`config.mk`:
```
export PLATFORM = sky130hd
export DESIGN_NAME = api_frame_receiver
export DESIGN_NICKNAME = d
export VERILOG_FILES = /design/src/rtl/afr_pkg.sv /design/src/rtl/afr_parser.sv /design/src/rtl/api_frame_receiver.sv
export SDC_FILE = /design/constraint.sdc
export NUM_CORES = 1
export LEC_CHECK = 0
export BUFFER_PORTS_ARGS = -buffer_cell sky130_fd_sc_hd__buf_4
export CAP_MARGIN = 20
export CORE_ASPECT_RATIO = 0.75
export CORE_MARGIN = 3
export CORE_UTILIZATION = 45
export DETAILED_ROUTE_END_ITERATION = 8
export MAX_ROUTING_LAYER = met4
export PLACE_DENSITY_LB_ADDON = 0.15
export SLEW_MARGIN = 0
export SYNTH_ARGS = -nofsm -noshare
export SYNTH_HDL_FRONTEND = slang
export SYNTH_SLANG_ARGS = --single-unit
export TNS_END_PERCENT = 10
```
`constraint.sdc`:
```
create_clock -name clk -period 22.1 [get_ports clk]
set_clock_uncertainty 0.05 [all_clocks]
set_input_delay 2.21 -clock clk [delete_from_list [all_inputs] [get_ports clk]]
set_output_delay 2.21 -clock clk [all_outputs]
set_load 0.03 [all_outputs]
```
`src/rtl/afr_pkg.sv`:
```
`default_nettype none

package afr_pkg;

  // Frame delimiters and type codes
  localparam logic [7:0] START_BYTE     = 8'h7e;
  localparam logic [7:0] TX_STATUS_TYPE = 8'h8b;

  // Outcome code carried with every result beat
  typedef enum logic [1:0] {
    OUTCOME_GOOD       = 2'd0,
    OUTCOME_CHECKSUM   = 2'd1,
    OUTCOME_OVERRUN    = 2'd2,
    OUTCOME_LINE_ABORT = 2'd3
  } outcome_t;

  // One result beat as produced by the parser
  typedef struct packed {
    outcome_t    outcome;
    logic [7:0]  frame_type;
    logic [15:0] frame_len;
    logic [31:0] retry_total;
    logic [31:0] lost_total;
    logic [31:0] unknown_total;
    logic [31:0] checksum_error_total;
    logic [31:0] overrun_total;
    logic [31:0] error_total;
    logic [31:0] skipped_total;
  } afr_result_t;

endpackage

`default_nettype wire

```
`src/rtl/afr_parser.sv`:
```
`default_nettype none

module afr_parser #(
  parameter int BUFFER_BYTES = 256
) (
  input  wire                 clk,
  input  wire                 rst_n,
  input  wire                 advance,
  input  wire  [7:0]          rx_byte,
  input  wire                 line_error,
  output logic                res_valid,
  output afr_pkg::afr_result_t res
);

  typedef enum logic [3:0] {
    PH_IDLE   = 4'b0001,
    PH_LEN_HI = 4'b0010,
    PH_LEN_LO = 4'b0100,
    PH_DATA   = 4'b1000
  } phase_t;

  localparam logic [16:0] MaxLen    = 17'(BUFFER_BYTES - 1);
  localparam logic [15:0] PosType   = 16'd0;
  localparam logic [15:0] PosRetry  = 16'd4;
  localparam logic [15:0] PosStatus = 16'd5;

  phase_t      phase_r, phase_nxt;
  logic [15:0] len_r, len_nxt;
  logic [15:0] count_r, count_nxt;
  logic [7:0]  sum_r, sum_nxt;
  logic [7:0]  type_r, type_nxt;
  logic [7:0]  retries_r, retries_nxt;
  logic [7:0]  status_r, status_nxt;
  logic [31:0] retry_tot_r, retry_tot_nxt;
  logic [31:0] lost_tot_r, lost_tot_nxt;
  logic [31:0] unknown_tot_r, unknown_tot_nxt;
  logic [31:0] cksum_tot_r, cksum_tot_nxt;
  logic [31:0] overrun_tot_r, overrun_tot_nxt;
  logic [31:0] error_tot_r, error_tot_nxt;
  logic [31:0] skipped_tot_r, skipped_tot_nxt;

  logic [15:0]       len_full;
  afr_pkg::outcome_t res_outcome;
  logic [7:0]        res_type;
  logic [15:0]       res_len;

  assign len_full = {len_r[15:8], rx_byte};

  // Work out next state and the result for the byte at the input
  always_comb begin
    phase_nxt       = phase_r;
    len_nxt         = len_r;
    count_nxt       = count_r;
    sum_nxt         = sum_r;
    type_nxt        = type_r;
    retries_nxt     = retries_r;
    status_nxt      = status_r;
    retry_tot_nxt   = retry_tot_r;
    lost_tot_nxt    = lost_tot_r;
    unknown_tot_nxt = unknown_tot_r;
    cksum_tot_nxt   = cksum_tot_r;
    overrun_tot_nxt = overrun_tot_r;
    error_tot_nxt   = error_tot_r;
    skipped_tot_nxt = skipped_tot_r;
    res_valid       = 1'b0;
    res_outcome     = afr_pkg::OUTCOME_GOOD;
    res_type        = 8'h00;
    res_len         = 16'h0000;

    if (line_error) begin
      // Abort from any phase
      error_tot_nxt = error_tot_r + 32'd1;
      phase_nxt     = PH_IDLE;
      res_valid     = 1'b1;
      res_outcome   = afr_pkg::OUTCOME_LINE_ABORT;
      res_len       = (phase_r == PH_IDLE) ? 16'h0000 : len_r;
    end else begin
      unique case (phase_r)
        PH_IDLE: begin
          // Hunt for the start byte, count everything else as skipped
          if (rx_byte != afr_pkg::START_BYTE) begin
            skipped_tot_nxt = skipped_tot_r + 32'd1;
          end else begin
            len_nxt   = 16'h0000;
            phase_nxt = PH_LEN_HI;
          end
        end
        PH_LEN_HI: begin
          len_nxt   = {rx_byte, 8'h00};
          phase_nxt = PH_LEN_LO;
        end
        PH_LEN_LO: begin
          len_nxt = len_full;
          if ({1'b0, len_full} > MaxLen) begin
            // Drop a frame that does not fit the buffer
            overrun_tot_nxt = overrun_tot_r + 32'd1;
            error_tot_nxt   = error_tot_r + 32'd1;
            phase_nxt       = PH_IDLE;
            res_valid       = 1'b1;
            res_outcome     = afr_pkg::OUTCOME_OVERRUN;
            res_len         = len_full;
          end else begin
            count_nxt   = 16'h0000;
            sum_nxt     = 8'h00;
            type_nxt    = 8'h00;
            retries_nxt = 8'h00;
            status_nxt  = 8'h00;
            phase_nxt   = PH_DATA;
          end
        end
        PH_DATA: begin
          if (count_r != len_r) begin
            // Accumulate a data byte and capture the fields we care about
            sum_nxt   = sum_r + rx_byte;
            count_nxt = count_r + 16'd1;
            if (count_r == PosType) begin
              type_nxt = rx_byte;
            end
            if (count_r == PosRetry) begin
              retries_nxt = rx_byte;
            end
            if (count_r == PosStatus) begin
              status_nxt = rx_byte;
            end
          end else begin
            // Checksum byte: verify, then handle the frame by type
            res_outcome = afr_pkg::OUTCOME_GOOD;
            if (rx_byte != ~sum_r) begin
              cksum_tot_nxt = cksum_tot_r + 32'd1;
              res_outcome   = afr_pkg::OUTCOME_CHECKSUM;
            end
            if ((len_r != 16'h0000) && (type_r == afr_pkg::TX_STATUS_TYPE)) begin
              retry_tot_nxt = retry_tot_r + {24'h000000, retries_r};
              if (status_r != 8'h00) begin
                lost_tot_nxt = lost_tot_r + 32'd1;
              end
            end else begin
              unknown_tot_nxt = unknown_tot_r + 32'd1;
            end
            phase_nxt = PH_IDLE;
            res_valid = 1'b1;
            res_type  = (len_r != 16'h0000) ? type_r : 8'h00;
            res_len   = len_r;
          end
        end
        default: begin
          phase_nxt = PH_IDLE;
        end
      endcase
    end
  end

  // Result beat carries the counters after this byte
  always_comb begin
    res.outcome              = res_outcome;
    res.frame_type           = res_type;
    res.frame_len            = res_len;
    res.retry_total          = retry_tot_nxt;
    res.lost_total           = lost_tot_nxt;
    res.unknown_total        = unknown_tot_nxt;
    res.checksum_error_total = cksum_tot_nxt;
    res.overrun_total        = overrun_tot_nxt;
    res.error_total          = error_tot_nxt;
    res.skipped_total        = skipped_tot_nxt;
  end

  // Advance state on every accepted byte
  always_ff @(posedge clk) begin
    if (!rst_n) begin
      phase_r       <= PH_IDLE;
      len_r         <= 16'h0000;
      count_r       <= 16'h0000;
      sum_r         <= 8'h00;
      type_r        <= 8'h00;
      retries_r     <= 8'h00;
      status_r      <= 8'h00;
      retry_tot_r   <= 32'd0;
      lost_tot_r    <= 32'd0;
      unknown_tot_r <= 32'd0;
      cksum_tot_r   <= 32'd0;
      overrun_tot_r <= 32'd0;
      error_tot_r   <= 32'd0;
      skipped_tot_r <= 32'd0;
    end else if (advance) begin
      phase_r       <= phase_nxt;
      len_r         <= len_nxt;
      count_r       <= count_nxt;
      sum_r         <= sum_nxt;
      type_r        <= type_nxt;
      retries_r     <= retries_nxt;
      status_r      <= status_nxt;
      retry_tot_r   <= retry_tot_nxt;
      lost_tot_r    <= lost_tot_nxt;
      unknown_tot_r <= unknown_tot_nxt;
      cksum_tot_r   <= cksum_tot_nxt;
      overrun_tot_r <= overrun_tot_nxt;
      error_tot_r   <= error_tot_nxt;
      skipped_tot_r <= skipped_tot_nxt;
    end
  end

endmodule

`default_nettype wire

```
`src/rtl/api_frame_receiver.sv`:
```
// Frame receiver: takes one serial byte per beat with its line-error flag,
// hunts for the 0x7e start byte, reads a big-endian 16-bit length, sums the
// data bytes and checks the trailing checksum. A result beat comes out at
// the end of each frame, on a length above BUFFER_BYTES - 1, and on any
// line error; it carries the outcome, frame type and length, and the seven
// wrapping 32-bit event counters as they stand after that byte. The parser
// handles each byte in the cycle it is accepted, so one byte is accepted per
// clock unless the input stalls; results are registered and appear in the
// cycle after the byte that ends the frame. The input stalls only while the
// output register holds a result beat that out_ready has not taken.
`default_nettype none

module api_frame_receiver #(
  parameter int BUFFER_BYTES = 256
) (
  input  wire         clk,
  input  wire         rst_n,
  input  wire         in_valid,
  output logic        in_ready,
  input  wire  [7:0]  in_rx_byte,
  input  wire         in_line_error,
  output logic        out_valid,
  input  wire         out_ready,
  output logic [1:0]  out_outcome,
  output logic [7:0]  out_frame_type,
  output logic [15:0] out_frame_len,
  output logic [31:0] out_retry_total,
  output logic [31:0] out_lost_total,
  output logic [31:0] out_unknown_total,
  output logic [31:0] out_checksum_error_total,
  output logic [31:0] out_overrun_total,
  output logic [31:0] out_error_total,
  output logic [31:0] out_skipped_total
);

  logic                 advance;
  logic                 res_valid;
  afr_pkg::afr_result_t res;
  logic                 out_valid_r;
  afr_pkg::afr_result_t out_data_r;

  // Accept while the result register is empty or draining
  assign in_ready = !out_valid_r || out_ready;
  assign advance  = in_valid && in_ready;

  afr_parser #(
    .BUFFER_BYTES(BUFFER_BYTES)
  ) u_parser (
    .clk       (clk),
    .rst_n     (rst_n),
    .advance   (advance),
    .rx_byte   (in_rx_byte),
    .line_error(in_line_error),
    .res_valid (res_valid),
    .res       (res)
  );

  // Hold the result beat until taken
  always_ff @(posedge clk) begin
    if (!rst_n) begin
      out_valid_r <= 1'b0;
    end else if (advance && res_valid) begin
      out_valid_r <= 1'b1;
    end else if (out_ready) begin
      out_valid_r <= 1'b0;
    end
  end

  always_ff @(posedge clk) begin
    if (advance && res_valid) begin
      out_data_r <= res;
    end
  end

  assign out_valid                = out_valid_r;
  assign out_outcome              = out_data_r.outcome;
  assign out_frame_type           = out_data_r.frame_type;
  assign out_frame_len            = out_data_r.frame_len;
  assign out_retry_total          = out_data_r.retry_total;
  assign out_lost_total           = out_data_r.lost_total;
  assign out_unknown_total        = out_data_r.unknown_total;
  assign out_checksum_error_total = out_data_r.checksum_error_total;
  assign out_overrun_total        = out_data_r.overrun_total;
  assign out_error_total          = out_data_r.error_total;
  assign out_skipped_total        = out_data_r.skipped_total;

endmodule

`default_nettype wire

```
* Word level (Yosys, flattened, before mapping)
Cells that the tools add are included. Widths: inputs -> output; s select.
Operators by class: add/subtract/negate cells 9, order comparisons 1, eq/ne operators 18, multiplexer cells 63, bitwise operators 5, reduce and logical (&&, ||, !) cells 20
Operators by type and width (count):
- $mux 32 | 26
- $add 32x1->32 const B | 6
- $mux 16 | 7
- $mux 8 | 8
- $pmux 16 s2 | 2
- $pmux 8 s2 | 4
- $pmux 16 s3 | 1
- $add 32x8->32 | 1
- $eq 16x3->1 const B | 2
- $reduce_and 6->1 | 3
- $add 16x1->16 const B | 1
- $gt 16x8->1 const B | 1
- $logic_not 16->1 | 1
- $mux 4 | 4
- $ne 16x16->1 | 1
- $pmux 4 s4 | 1
- $reduce_bool 16->1 | 1
- $reduce_and 5->1 | 2
- $add 8x8->8 | 1
- $eq 8x8->1 const B | 1
- $ne 2x1->1 const B | 4
- $ne 8x7->1 const B | 1
- $ne 8x8->1 | 1
- $not 8->8 | 1
- other kinds (20) | 35
Word-level totals: register bits after elaboration 543, input port bits 13, output and inout port bits 252, word-level logic and storage cells 142

* Depth between registers and ports, before layout
Gate-level depths: netlist (run 1).
word-level depth 6, mapped depth 10, depth with buffers taken out 8

* Modules after synthesis
A second synthesis (run 1) with hierarchy kept.
Unflattened totals: cells, all modules 2574, area total of the unflattened synthesis 25799.7 µm²
By module, submodules not included:
- afr_parser | times used 1, cells each 2318, area each 18221.2 µm², seq. area each 5845.6 µm²
- api_frame_receiver | times used 1, cells each 256, area each 7578.5 µm², seq. area each 7527.2 µm²

* Worst setup path before layout (run 1)
Ideal clock, no wire load.
kind input to register, start input port out_ready, end register out_data_r, in the netlist out_checksum_error_total[0], enable pin, library setup time 0.867 ns, arrival time 13.642 ns, data required time 21.183 ns, slack 7.541 ns, cell stages on the path 7, path buffers 3, path through nor2b_1 inv_1 nand2_1 clkbuf_1 clkbuf_1 clkbuf_1 nor2_1
On the way: word-level cells in the longest chain between the ends 3
Ends and longest elaborated chain:
- from (decl) | line api_frame_receiver.sv:23 | input wire out_ready,
- $logic_or 1x1->1 | line api_frame_receiver.sv:43 | assign in_ready = !out_valid_r || out_ready;
- via in_ready | line api_frame_receiver.sv:19 | output logic in_ready,
- $logic_and 1x1->1 | line api_frame_receiver.sv:44 | assign advance = in_valid && in_ready;
- $logic_and 1x1->1 | line api_frame_receiver.sv:70 | if (advance && res_valid) begin
- to (signal assigned) | line api_frame_receiver.sv:71 | out_data_r <= res;
- to (decl) | line api_frame_receiver.sv:40 | afr_pkg::afr_result_t out_data_r;
The timed path passes the listed nets, and every way through them passes these cells. A chain may end at the register's enable or synchronous reset.

* Final worst setup path (run 1)
start register u_parser.count_r[2], end register out_data_r, in the netlist out_overrun_total[13], enable pin
On the way: word-level cells in the longest chain between the ends 5
Ends and longest elaborated chain:
- from (decl) | line afr_parser.sv:29 | logic [15:0] count_r, count_nxt;
- from (signal assigned) | line afr_parser.sv:187 | count_r <= count_nxt;
- $ne 16x16->1 | line afr_parser.sv:112 | if (count_r != len_r) begin
- $mux 1 | line afr_parser.sv:112
- $pmux 1 s2 | line afr_parser.sv:78 | unique case (phase_r)
- $mux 1 | line afr_parser.sv:70 | if (line_error) begin
- $logic_and 1x1->1 | line api_frame_receiver.sv:70
Every way passes these cells.

==> flow_summary.yaml, run 1 <==
status:
  outcome: "finished clean"
cts:
  cts_setup_buffers: 0
  clk_pin_slew_ns: 0.07
  cts_tree: "done"
  hold_buffers: 0
  numCtsBuffers: 55
  htreeDepth: 2
  root_buffer: "clkbuf_16"
  clock_latency_ns: 0.61
  clockBufferDepth: 3
  ctsResizeCount: 0
  clock_sinks: 543
drt:
  wirelength_um: 67200
  drt_pass1_iterations: 5
  wl_per_cell_um: 18.7
  drcViolationCount: 0
  viasPerCell: 5.65
  ant_nets: 0
  dr.first_iter.drc_count: 1730
  vias: 20348
grt:
  grt_max_degree: 96
  grt_pass1_wl_um: 105000
  grt_usage: 0.224
  grt_pass1_vias: 19142
  gr-total-overflow: 0
  antenna_found_initial: 0
final_layout:
  layout.nets: 2862
  num_antenna_cells: 0
  area_growth_pct: 17.7
  utilization: 0.539
  nFillCells: 4999
  drive_above_1_share: 0.147
synthesis:
  syn-cell-area_um2: 25800
  async_flop_share: 0
  synth_edf_count: 250
  synth_ff_type: "dfxtp_1"
  synth.distinct_cells: 69
  synth_top_area_cell: "edfxtp_1"
  yosys_warnings: 0
  ys_seq_elements: 543
  synthTopCellsByArea: "edfxtp_1, dfxtp_1, xnor2_1"
  seq_area_frac_synth: 0.519
  syn-num-nets: 2649
  yosysTopAreaCellShare: 0.291
  synth_area_per_cell_um2: 9.87
  synthCells: 2610
sta:
  final_max_slew_viol_count: 0
  finalCritPeriodShare: 0.245
  relSlewSlack: 0.253
  final_hold_viol_count: 0
  setup_viol: 0
  fmaxAchievable_mhz: 185
  tightest_slew_ns: 1.12
  finalSetupTns_ns: 0
  period_minus_slack_ns: 5.41
  rsz0062_at_grt: "no"
critical_path:
  crit_path_start_kind: "flip-flop"
  crit_type: "reg -> reg"
  cp-end-kind: "flip-flop"
  cp.arrival_ns: 5.63
  crit_fanout: 80
  cp_data_required_time_ns: 22.32
pwr:
  peakVddDrop_mv: 0.0613
  powerDensity_nw_per_um2: 71.5
  report.power.total_mw: 2.17
  p_leak_nw: 10.8
floorplanning:
  die_x_um: 282
  ios: 265
  initial_core_util: 0.458
  die_h_um: 213
  die-area_um2: 60200
  core-area_um2: 56300
  core.rowCount: 75
place:
  place.gp.congestion: 0.879
  numPortBuffers: 264
  hpwl_um: 46400
hold_path:
  min_path_type: "reg -> reg"
run:
  cap_violations: 0
[Yosys cell counts, types with 60 or more instances]
library cell,number
nand2_1,293
dfxtp_1,293
a21oi_1,124
clkbuf_1,129
nor4_1,60
nor2_1,225
o21ai_0,68
nand4_1,75
xnor2_1,184
xor2_1,146
nand3_1,128
nor3_1,83
edfxtp_1,250
[worst max-delay path: stages, from the launching register on]
cell and delay (ns):
dfxtp_1 0.67, xnor2_1 0.18, nand4_1 0.25, or4_1 0.87
nor2_1 0.52, nor2_1 0.15, nor2_4 0.80, buf_4 0.78
buf_4 0.33, buf_16 0.31
[registers in the layout, indices dropped and copies added, names as in the netlist, 16 cells and up]
signal,count
out_frame_len,16
out_retry_total,32
u_parser.count_r,16
u_parser.unknown_tot_r,32
u_parser.error_tot_r,32
out_checksum_error_total,32
out_error_total,32
u_parser.len_r,16
u_parser.retry_tot_r,32
out_lost_total,32
out_unknown_total,32
u_parser.lost_tot_r,32
out_skipped_total,32
u_parser.overrun_tot_r,32
u_parser.cksum_tot_r,32
out_overrun_total,32
u_parser.skipped_tot_r,32
[cell families (layout without fill, tap and decap cells)]
group / after synthesis / count (layout) / share of synthesized area
flops: 543 / 543 / 0.519
simple gates: 1148 / 1148 / 0.227
mux: 47 / 47 / 0.0183
fa+ha+maj: 26 / 26 / 0.0132
buf+inv: 183 / 443 / 0.0274
compound gates: 333 / 333 / 0.0827
xor+xnor: 330 / 330 / 0.112
[placed cells by master (no fill, tap or decap), types with 8 or more instances in the layout]
cell,synthesis,routed
a2111o_1,12,12
a21o_1,9,9
a21oi_1,124,124
a22o_1,8,8
a22oi_1,8,8
and2_1,30,30
and3_1,42,42
and4_1,17,17
buf_4,0,292
bufinv_16,0,8
clkbuf_1,129,9
clkbuf_16,0,56
clkinv_2,0,13
dfxtp_1,293,293
edfxtp_1,250,250
ha_1,24,24
inv_1,42,41
mux2i_1,46,46
nand2_1,293,292
nand2b_1,39,39
nand3_1,128,128
nand4_1,75,75
nor2_1,225,222
nor3_1,83,82
nor4_1,60,59
nor4_2,8,9
o211ai_1,12,12
o21ai_0,68,68
o2bb2ai_1,8,8
o31ai_1,32,32
or2_2,14,14
or3_1,59,59
or4_1,44,44
xnor2_1,184,184
xor2_1,146,146
[per-layer routing]
layer  track usage  vias to the layer above  part of all wire
met5             -                        -                 0
met4        0.0638                        0             0.023
met3        0.0322                       94             0.055
met2         0.338                      553              0.45
met1         0.315                     9894              0.47
li1              -                     9807                 -
[stage by stage]
| step | hold slack, ns | cells | area [µm²] | setup slack [ns] |
|---|---|---|---|---|
| finish | 0.411 | 3601 | 30300 | 16.69 |
| global route | 0.431 | 3601 | 30300 | 16.32 |
| CTS | 0.411 | 3596 | 30300 | 16.29 |
| detailed placement | 0.402 | 3492 | 28400 | 15.76 |
| global placement | 0.392 | 3491 | 28400 | 15.86 |
| floorplan | 0.384 | 2610 | 25800 | 7.54 |
[worst paths after layout]
path | slack [ns] | cells after the start | startpoint | to
setup / recovery | 16.69 | 9 | u_parser.count_r[2] | out_overrun_total[13]
hold reg to reg | 0.41 | 2 | u_parser.cksum_tot_r[30] | u_parser.cksum_tot_r[30]
setup reg to reg | 16.69 | 9 | u_parser.count_r[2] | out_overrun_total[13]
hold / removal | 0.41 | 2 | u_parser.cksum_tot_r[30] | u_parser.cksum_tot_r[30]
[cell type report]
type / instances / area (µm²) / share of cell area
clock buffers: 70 / 1500 / 0.0496
clock inverters: 34 / 394 / 0.0130
inverters: 43 / 166 / 0.00549
multi-input cells: 1884 / 11700 / 0.387
flip-flops and latches: 543 / 13400 / 0.441
well taps: 731 / 915 / 0.0302
repair buffers: 296 / 2240 / 0.0740
[power breakdown]
part / switching, mW / total [mW] / leakage (nW) / internal [mW]
logic: 0.0836 / 0.115 / 5.24 / 0.0318
registers: 0.00924 / 1.08 / 4.64 / 1.07
clock network: 0.398 / 0.974 / 0.934 / 0.576
No activity file was read; power rests on OpenSTA's default activity.
==> inputs of run 2 (changes only) <==
==> constraint.sdc (replaced) <==
create_clock -name clk -period 5.22 [get_ports clk]
set_clock_uncertainty 0.05 [all_clocks]
set_input_delay 0.522 -clock clk [delete_from_list [all_inputs] [get_ports clk]]
set_output_delay 0.522 -clock clk [all_outputs]
set_load 0.03 [all_outputs]
==> run 2 against run 1 <==
First-iteration DRC count up 10%. Clock power rose to 4.5 times the previous value. Clock-buffer cell count up 3. Global-route usage up 0.78 points. Largest cell class unchanged. Sequential cell count unchanged. Largest power group unchanged. Via count up 1.0%. Worst setup slack worse by 15 ns. Sequential power rose to 4.2 times the previous value. Fmax up 47%. Critical path type unchanged. Register-to-register slack worse by 15 ns. Sequential share of layout area down 0.31 points.
==> flow_summary.yaml, run 2 (same netlist as run 1, synthesis figures left out) <==
status:
  outcome: "finished clean"
sta:
  final_max_slew_viol_count: 0
  rsz0062_at_grt: "no"
  final_hold_viol_count: 0
  period_minus_slack_ns: 3.69
  finalCritPeriodShare: 0.707
  relSlewSlack: 0.263
  tightest_slew_ns: 1.10
  setup_viol: 0
  fmaxAchievable_mhz: 271
  holdWs_ns: 0.202
  fin_ws_ns: 1.53
drt:
  drt_pass1_iterations: 7
  wl_per_cell_um: 19.2
  viasPerCell: 5.70
  dr.first_iter.drc_count: 1909
  ant_nets: 0
  wirelength_um: 69200
  vias: 20556
  drcViolationCount: 0
critical_path:
  ff2ff_setup_slack_ns: 1.53
  crit_type: "reg -> reg"
  cp-end-kind: "flip-flop"
  reg2regPathDepth: 6
  cp_data_required_time_ns: 5.52
  crit_fanout: 17
  cp.arrival_ns: 3.99
  timing.rr.end: "out_lost_total[21]"
  crit_path_start_kind: "flip-flop"
  r2r-start: "u_parser.count_r[2]"
grt:
  grt_max_degree: 82
  grt_usage: 0.232
  grt_pass1_vias: 19290
  grt_pass1_wl_um: 108000
  gr-total-overflow: 0
  antenna_found_initial: 3
cts:
  root_buffer: "clkbuf_16"
  htreeDepth: 2
  numCtsBuffers: 56
  hold_buffers: 0
  cts_tree: "done"
  ctsResizeCount: 0
  clk_pin_slew_ns: 0.06
  cts_setup_buffers: 0
  clockBufferDepth: 3
  clock_sinks: 543
  clock_latency_ns: 0.61
place:
  place.gp.congestion: 0.922
  numPortBuffers: 264
  dp_worst_setup_slack_ns: 1.53
  hpwl_um: 48200
run:
  cap_violations: 0
hold_path:
  min_path_cells: 3
  hp-start: "in_rx_byte[3]"
  min_to: "u_parser.len_r[11]"
  min_path_type: "in -> reg"
floorplanning:
  initial_core_util: 0.458
  ios: 265
  die_h_um: 213
  die_x_um: 282
  core-area_um2: 56300
  core.rowCount: 75
  die-area_um2: 60200
pwr:
  report.power.total_mw: 9.42
  peakVddDrop_mv: 0.250
  p_leak_nw: 10.9
  powerDensity_nw_per_um2: 308
final_layout:
  nFillCells: 4992
  area_growth_pct: 18.5
  drive_above_1_share: 0.151
  layout.nets: 2867
  final_cell_mix: "buf_4, nand2_1, dfxtp_1, edfxtp_1, nor2_1"
  final_common_cell: "buf_4"
[run 2: layout make-up]
class                           instances  area [µm²]  share of cell area
Timing Repair Buffer                  300        2320              0.0759
Clock inverter                         32         457              0.0150
Sequential cell                       543       13400               0.438
Clock buffer                           73        1550              0.0506
Multi-Input combinational cell       1884       11800               0.385
Inverter                               43         166             0.00545
Antenna cell                            1        2.50           0.0000819
Tap cell                              731         915              0.0300
[run 2: how the worst max path moves through the flow]
stage | from | to | slack [ns] | cells past startpoint
CTS | u_parser.count_r[2] | out_lost_total[21] | 1.54 | 6
floorplan | u_parser.count_r[2] | out_checksum_error_total[0] | -0.52 | 8
detailed placement | u_parser.count_r[2] | out_lost_total[21] | 1.53 | 6
global route | u_parser.phase_r[3] | u_parser.retry_tot_r[15] | 1.24 | 7
global placement | u_parser.count_r[2] | out_lost_total[21] | 1.60 | 6
finish | u_parser.count_r[2] | out_lost_total[21] | 1.53 | 6
[run 2: critical path, cell delays in order (launching register included)]
cell and delay [ns]:
dfxtp_1 0.73, xnor2_2 0.17, nand4_1 0.22, or4_1 0.92, nor4_4 0.96, nand4_1 0.21, xnor2_1 0.18
[run 2: power by group]
group          internal (mW)  switching, mW  leakage, nW  total [mW]
clock network           2.63           1.72        0.982        4.35
registers               4.52         0.0411         4.64        4.57
logic                  0.141          0.360         5.26       0.502
[run 2: layer usage]
layer  vias to the layer above  track usage  routed length (µm)
li1                       9808            -                   -
met1                      9983        0.325               32200
met2                       633        0.342               30600
met3                       132       0.0439                4580
met4                         0       0.0682                1800
met5                         -            -                   0
[run 2: per-stage QoR]
| step | setup TNS [ns] | instance area [µm²] | util | std cells |
|---|---|---|---|---|
| 2_1_floorplan | -130.37 | 25800 | - | 2610 |
| 3_3_place_gp | 0 | 28500 | 0.506 | 3499 |
| 3_5_place_dp | 0 | 28500 | 0.506 | 3499 |
| 4_1_cts | 0 | 30500 | 0.542 | 3604 |
| 5_1_grt | 0 | 30500 | 0.542 | 3607 |
| 6_report | 0 | 30500 | 0.542 | 3607 |
==> inputs of run 3 (changes only) <==
==> constraint.sdc (replaced) <==
create_clock -name clk -period 3.3 [get_ports clk]
set_clock_uncertainty 0.05 [all_clocks]
set_input_delay 0.33 -clock clk [delete_from_list [all_inputs] [get_ports clk]]
set_output_delay 0.33 -clock clk [all_outputs]
set_load 0.03 [all_outputs]
==> run 3 against run 2 <==
Worst setup slack worse by 1.3 ns. Critical path depth unchanged. Fmax rose by 21%. Non-clock buffer count is 53 higher. Wire length is 0.52% higher. Clock power is 54% higher. Power increased by 56%. Largest power group unchanged. Highest routed layer unchanged.
==> flow_summary.yaml, run 3 (same netlist as run 1, synthesis figures left out) <==
status:
  outcome: "finished clean"
place:
  place.gp.congestion: 0.888
  place_inst: 3547
  hpwl_um: 49100
  numPortBuffers: 264
  dp_worst_setup_slack_ns: 0.319
final_layout:
  num_antenna_cells: 0
  final_common_cell: "buf_4"
  drive_above_1_share: 0.165
  area_growth_pct: 20.1
  layout.nets: 2919
  final_cell_mix: "buf_4, nand2_1, dfxtp_1, edfxtp_1, nor2_1"
  instances_no_fill: 3658
drt:
  wirelength_um: 69600
  drcViolationCount: 0
  vias: 20662
  viasPerCell: 5.65
  wl_per_cell_um: 19.0
  ant_nets: 0
  dr.first_iter.drc_count: 1737
  drt_pass1_iterations: 7
critical_path:
  cp-end-kind: "flip-flop"
  crit_type: "reg -> reg"
  path_common_cell: "or4_1"
  crit_path_start_kind: "flip-flop"
  crit_fanout: 18
  cp.arrival_ns: 3.54
  crit_slowest_cell: "or4_1"
  critPathMaxStageDelay_ns: 0.76
  cp_data_required_time_ns: 3.78
  cp_cell_sequence: "xnor2_1, nand4_1, or4_1, or3_1, or4_1, a21oi_1"
grt:
  grt_pass1_wl_um: 109000
  grt_usage: 0.233
  grt_max_degree: 92
  antenna_found_initial: 0
  gr-total-overflow: 0
  grt_pass1_vias: 19331
pwr:
  power.net_switching_mw: 3.32
  p_sw_frac: 0.226
  seqPwrFrac: 0.490
  p_leak_nw: 11.1
  p_int_mw: 11.4
  peakVddDrop_mv: 0.383
  powerDensity_nw_per_um2: 476
  report.power.total_mw: 14.7
  clkPwrFrac: 0.455
  pwr-share-comb: 0.055
cts:
  clk_pin_slew_ns: 0.07
  root_buffer: "clkbuf_16"
  clock_sinks: 543
  htreeDepth: 2
  clockBufferDepth: 3
  cts_tree: "done"
  numCtsBuffers: 55
  clock_latency_ns: 0.60
  ctsResizeCount: 0
hold_path:
  min_path_type: "in -> reg"
floorplanning:
  ios: 265
  core-area_um2: 56300
  core.rowCount: 75
  die_h_um: 213
  initial_core_util: 0.458
  die_x_um: 282
  die-area_um2: 60200
run:
  cap_violations: 0
sta:
  relSlewSlack: 0.291
  fmaxAchievable_mhz: 327
  setup_viol: 0
  tightest_slew_ns: 1.06
  final_max_slew_viol_count: 0
  final_hold_viol_count: 0
  fin_ws_ns: 0.242
  rsz0062_at_grt: "no"
  period_minus_slack_ns: 3.06
  finalCritPeriodShare: 0.927
[run 3: per-layer routing]
| layer | vias up | part of all wire | wire [µm] | GRT usage |
|---|---|---|---|---|
| met2 | 613 | 0.44 | 30800 | 0.346 |
| met3 | 79 | 0.061 | 4240 | 0.0357 |
| li1 | 9921 | - | - | - |
| met5 | - | 0 | 0 | - |
| met1 | 10049 | 0.48 | 33500 | 0.340 |
| met4 | 0 | 0.015 | 1070 | 0.0481 |
[run 3: final cells by class]
type | instances | area [µm²]
clock buffers | 67 | 1530
clock inverters | 37 | 423
fillers | 4926 | 25400
inverters | 43 | 166
multi-input cells | 1884 | 11800
flip-flops and latches | 543 | 13400
well taps | 731 | 915
repair buffers | 353 | 2770
[run 3: power by group through the flow]
| stage | clock network [mW] | logic, mW | registers, mW |
|---|---|---|---|
| 3_5_place_dp | 0 | 0.815 | 7.36 |
| 6_report | 6.69 | 0.815 | 7.21 |
| 4_1_cts | 6.85 | 0.822 | 7.22 |
| 5_1_grt | 7.13 | 0.863 | 7.22 |
| 3_3_place_gp | 0 | 0.810 | 7.36 |
| 2_1_floorplan | 0 | 0.201 | 7.62 |
[run 3: final timing paths]
path	cells after the start	slack, ns	from	end
setup / recovery	6	0.24	u_parser.count_r[14]	u_parser.lost_tot_r[31]
hold / removal	3	0.04	in_rx_byte[7]	u_parser.len_r[15]
setup reg to reg	6	0.24	u_parser.count_r[14]	u_parser.lost_tot_r[31]
hold reg to reg	2	0.41	u_parser.status_r[0]	u_parser.status_r[0]
[run 3: worst max-delay path: cells and delay by family (launching register included)]
family | cells | cell delay, ns
AND/OR/NAND/NOR | 4 | 2.16
XOR/XNOR | 1 | 0.16
AO/OA/AOI/OAI | 1 | 0.15
flip-flops | 1 | 0.46
[run 3: timing repair]
item	4_1_cts	5_1_grt
endpoints found under the hold margin	8	0
hold buffers	7	0
endpoints found under the setup margin	0	0
setup buffers	0	0
[run 3: per-stage QoR]
| stage | hold slack [ns] | setup TNS (ns) | cell area (µm²) | util |
|---|---|---|---|---|
| after CTS | 0.00453 | 0 | 30900 | 0.549 |
| after global placement | 0.392 | 0 | 28900 | 0.513 |
| after global routing | 0.0508 | 0 | 30900 | 0.549 |
| final | 0.0428 | 0 | 30900 | 0.549 |
| after detailed placement | 0.403 | 0 | 28900 | 0.513 |
| after floorplan | 0.384 | -610.37 | 25800 | - |
